File: src/rtl/core/rrt_pkg.sv
// Package for the 3D tree extension block: widths, defaults, register indexes, FSM states.
// No dependencies.
package rrt_pkg;
  localparam int MAX_NODES_DEF = 1024;
  localparam int FRAC_BITS_DEF = 10;
  localparam int CoordW = 16;
  localparam int PointW = 48;
  localparam int IdxOutW = 10;
  localparam int CfgIdxW = 3;
  localparam int BiasPeriod = 10;

  localparam logic [CfgIdxW-1:0] REG_START = 3'd0;
  localparam logic [CfgIdxW-1:0] REG_GOAL = 3'd1;
  localparam logic [CfgIdxW-1:0] REG_GOAL_R = 3'd2;
  localparam logic [CfgIdxW-1:0] REG_OBS = 3'd3;
  localparam logic [CfgIdxW-1:0] REG_OBS_R = 3'd4;
  localparam logic [CfgIdxW-1:0] REG_STEP = 3'd5;
  localparam logic [CfgIdxW-1:0] REG_ITER = 3'd6;

  typedef enum logic [3:0] {
    ST_IDLE, ST_SCAN, ST_SCAN_LAST, ST_DECIDE, ST_SQRT, ST_DIV, ST_CHECK, ST_HIT,
    ST_DONE
  } rrt_state_t;

  // |a-b| for coordinates
  function automatic logic [CoordW-1:0] absdiff(input logic [CoordW-1:0] a,
                                                input logic [CoordW-1:0] b);
    return (a >= b) ? a - b : b - a;
  endfunction
endpackage

File: src/rtl/core/rrt_div.sv
// Restoring divider, one quotient bit per cycle.
// Depends on rrt_pkg (nothing beyond import convention).
module rrt_div import rrt_pkg::*; #(
  parameter int NumW = 36,
  parameter int DenW = 17
) (
  input  logic            clk,
  input  logic            rst_n,
  input  logic            go,
  input  logic [NumW-1:0] num,
  input  logic [DenW-1:0] den,
  output logic            done,
  output logic [NumW-1:0] quo
);
  localparam int CntW = $clog2(NumW + 1);
  logic [NumW-1:0] q_r, q_nxt;
  logic [DenW:0] rem_r, rem_nxt;
  logic [DenW-1:0] den_r, den_nxt;
  logic [CntW-1:0] cnt_r, cnt_nxt;
  logic busy_r, busy_nxt;
  logic done_r, done_nxt;
  logic [DenW:0] sh;

  always_comb begin
    q_nxt = q_r;
    rem_nxt = rem_r;
    den_nxt = den_r;
    cnt_nxt = cnt_r;
    busy_nxt = busy_r;
    done_nxt = 1'b0;
    sh = {rem_r[DenW-1:0], q_r[NumW-1]};
    if (go) begin
      q_nxt = num;
      rem_nxt = '0;
      den_nxt = den;
      cnt_nxt = CntW'(NumW);
      busy_nxt = 1'b1;
    end else if (busy_r) begin
      if (sh >= {1'b0, den_r}) begin
        rem_nxt = sh - {1'b0, den_r};
        q_nxt = {q_r[NumW-2:0], 1'b1};
      end else begin
        rem_nxt = sh;
        q_nxt = {q_r[NumW-2:0], 1'b0};
      end
      cnt_nxt = cnt_r - 1'b1;
      // flag completion once the last quotient bit is in q_r
      if (cnt_r == CntW'(1)) begin
        busy_nxt = 1'b0;
        done_nxt = 1'b1;
      end
    end
  end

  always_ff @(posedge clk) begin
    if (!rst_n) begin
      busy_r <= 1'b0;
      cnt_r <= '0;
      done_r <= 1'b0;
    end else begin
      busy_r <= busy_nxt;
      cnt_r <= cnt_nxt;
      done_r <= done_nxt;
    end
    q_r <= q_nxt;
    rem_r <= rem_nxt;
    den_r <= den_nxt;
  end
  assign done = done_r;
  assign quo = q_r;
endmodule

File: config.mk
export PLATFORM = sky130hd
export DESIGN_NAME = rrt_div
export DESIGN_NICKNAME = d
export VERILOG_FILES = /design/src/rtl/core/rrt_pkg.sv /design/src/rtl/core/rrt_div.sv
export SDC_FILE = /design/constraint.sdc
export NUM_CORES = 1
export LEC_CHECK = 0
export ABC_CLOCK_PERIOD_IN_PS = 2350
export BUFFER_PORTS_ARGS = -buffer_cell sky130_fd_sc_hd__buf_2
export CORE_MARGIN = 2
export CORE_UTILIZATION = 49
export DETAILED_ROUTE_END_ITERATION = 16
export PLACE_DENSITY_LB_ADDON = 0.1
export SYNTH_ARGS = -nofsm -noshare
export SYNTH_HDL_FRONTEND = slang
export SYNTH_SLANG_ARGS = --single-unit
export TNS_END_PERCENT = 1
File: constraint.sdc
create_clock -name clk -period 2.35 [get_ports clk]
set_input_delay 0.1175 -clock clk [delete_from_list [all_inputs] [get_ports clk]]
set_output_delay 0.1175 -clock clk [all_outputs]
set_load 0.02 [all_outputs]
==> impl_metrics.tcl <==
set metrics [dict create \
    wl_mm 9.35 \
    rows 33 \
    vias 3244 \
    min_period_ns 2.53 \
    powerDensity_nw_per_um2 629 \
    status "finished, violations left" \
    syn_to_final_growth_pct 27.3 \
    dpl_cell_area_um2 4800 \
    port_buffers 92 \
    setup_ws_ns -0.182 \
    die_w_um 95.3 \
    slew_violations 0 \
    dr.pass1.iters 4 \
    synth-seq-area-share_pct 51.3 \
    clock.fmax_ghz 0.395 \
    worstPathArrival_ns 2.63 \
    synth_seq_cells 78 \
    antenna_found_initial 0 \
    dp_hpwl_mm 6.86 \
    grt_overflow_total 0 \
    layout.cells.most_common "buf_2" \
    initial_core_util_pct 50.2 \
    layout-drive-gt1-share_pct 37.0 \
    worst_pin_slew_ns 0.550 \
    drtAntennaViolNets 0 \
    core_um2 8130 \
    maxSlewHeadroom_pct 62.9 \
    final_cell_mix "buf_2, edfxtp_1, mux2_2" \
    critPathLaunchType "flop" \
    nNetsFinal 568 \
    io_pins 93 \
    clockBufferDepth 2 \
    failed_checks "setup timing" \
    ys.flop_type "edfxtp_1" \
    syn_area_per_cell_um2 11.4 \
    synth_cells 358 \
    avgRoutedWirePerCell_um 15.5 \
    rsz0062_at_grt "yes" \
    final_area_um2 5190 \
    cp-end-kind "flop" \
    dr.first_iter.drc_count 192 \
    ys_types 56 \
    maxCapViolations 0 \
    place_congestion 0.841 \
    place_ws_ns -0.146 \
    leakagePower_uw 0.00223 \
    setup_viol 18 \
    required_ns 2.45 \
    synth_edf_count 53 \
    cts_tree "yes" \
    post-route-drc-count 0 \
    dieArea_um2 9070 \
    die_h_um 95.3 \
    netlist_area_um2 4080 \
    grt_max_degree 37 \
    cts_made_buffers 9 \
    hold_viol_final 0 \
    async_flop_share_pct 0 \
    postCtsSetupBuffers 0 \
    track_usage_pct 21.8 \
    insertedDiodeCount 0 \
    h-tree-depth 3 \
    path_clk_slew_ns 0.08 \
    cts_sinks 78 \
    period_share_pct 108 \
    fin_skew_ns 0.0109 \
    insertion_delay_ns 0.35 \
    cp_max_fo 4 \
    cts-root-buf "clkbuf_8" \
    grt_pass1_wl_mm 15.2 \
    hold_class "in -> reg" \
    critPathKind "reg -> reg" \
    grt_pass1_vias 3233 \
    yosys_warnings 0 \
    syn-num-nets 434 \
    via_per_inst 5.39 \
    peakVddDrop_mv 0.368 \
]
## state kept, by name, summed over array words and instances, names as in the netlist
name    count
rem_r      17
den_r      17
busy_r      1
quo        36
cnt_r       6
done        1
## report_power, final
part	leakage [µW]	internal, µW	total, µW	switching (µW)
combinational	0.00140	290	631	341
clock	0.0000935	494	989	495
sequential	0.000732	1590	1650	55.5
## per-stage QoR
stage | hold WS [ns] | power, µW | utilization [%] | instances | setup TNS, ns
global route | 0.0256 | 3420 | 63.9 | 602 | -3.42
CTS | 0.0131 | 3280 | 63.5 | 601 | -1.77
finish | 0.0238 | 3270 | 63.9 | 602 | -1.71
global placement | 0.294 | 2260 | 59.0 | 568 | -0.278
floorplan | 0.216 | 2050 | - | 358 | -1.72
detailed placement | 0.296 | 2280 | 59.0 | 568 | -1.38
## logic make-up (layout without fill, tap and decap cells)
family	Yosys count	count (layout)	synth area share (%)
compound gates	79	79	13.8
xor+xnor	16	16	3.43
fa+ha+maj	20	20	6.32
buf+inv	41	180	4.42
flops	78	78	51.3
mux	38	38	10.4
simple gates	86	86	10.3
## routing by layer
layer  part of all wire, %  global-route usage [%]
met1                    44                    28.8
met5                     0                       0
met4                   1.1                    8.09
met3                   6.5                    4.66
met2                    48                    35.4
## repair_timing
item                                    CTS  global route
hold endpoints to repair                 17             0
hold buffers                             17             0
gates resized for setup                   1             8
gates cloned                              0             1
pin swaps                                 0             3
endpoints found under the setup margin   18            18
## path summary, 6_finish.rpt
| kind | start | cells past startpoint | slack (ns) | end |
|---|---|---|---|---|
| worst min register to register | rem_r[1]$_SDFFE_PP0P_ | 2 | 0.49 | rem_r[1]$_SDFFE_PP0P_ |
| worst max register to register | quo[35]$_DFFE_PP_ | 9 | -0.18 | quo[0]$_DFFE_PP_ |
| worst max-delay path | quo[35]$_DFFE_PP_ | 9 | -0.18 | quo[0]$_DFFE_PP_ |
| worst min-delay path | rst_n | 2 | 0.02 | cnt_r[2]$_SDFFE_PN0P_ |
## area by class of cell
cell class                      count  area [µm²]
Clock buffer                       11         131
Clock inverter                      5        60.1
Fill cell                         684        2940
Inverter                           26        97.6
Multi-Input combinational cell    239        1830
Sequential cell                    78        2090
Tap cell                          105         131
Timing Repair Buffer              138         853
## worst max-delay path: stages, from the launching register on
cell	delay, ns
edfxtp_1	0.40
inv_2	0.09
ha_4	0.14
inv_2	0.04
fa_2	0.32
a21o_1	0.18
a221o_1	0.33
o211ai_2	0.20
nand4_1	0.24
mux2_2	0.34
## synth_stat cells, types with 2 or more instances
| cell type | count | share of area [%] |
|---|---|---|
| buf_2 | 2 | 0.25 |
| edfxtp_1 | 53 | 39 |
| mux2_2 | 36 | 9.9 |
| o21ai_0 | 14 | 1.7 |
| a221o_1 | 3 | 0.74 |
| a21o_1 | 6 | 1.1 |
| clkbuf_1 | 5 | 0.46 |
| xor2_1 | 6 | 1.3 |
| nand3_1 | 19 | 2.3 |
| nor3_1 | 5 | 0.61 |
| nand4_1 | 4 | 0.61 |
| dfxtp_1 | 25 | 12 |
| nand2_1 | 24 | 2.2 |
| buf_1 | 3 | 0.28 |
| nand2b_1 | 6 | 0.92 |
| a32oi_1 | 8 | 1.7 |
| o31ai_1 | 2 | 0.37 |
| a211oi_1 | 2 | 0.37 |
| a31oi_1 | 2 | 0.31 |
| inv_1 | 26 | 2.4 |
| ha_1 | 19 | 5.8 |
| a311oi_2 | 2 | 0.74 |
| xnor2_1 | 10 | 2.1 |
| buf_6 | 2 | 0.55 |
| nor4_1 | 2 | 0.31 |
| o311ai_0 | 4 | 0.86 |
| and3_1 | 2 | 0.31 |
| nor2_1 | 15 | 1.4 |
| mux2i_1 | 2 | 0.49 |
| a21oi_1 | 20 | 2.5 |
| buf_4 | 2 | 0.37 |
| o21a_1 | 3 | 0.55 |
(Power assumes the default switching activity.)
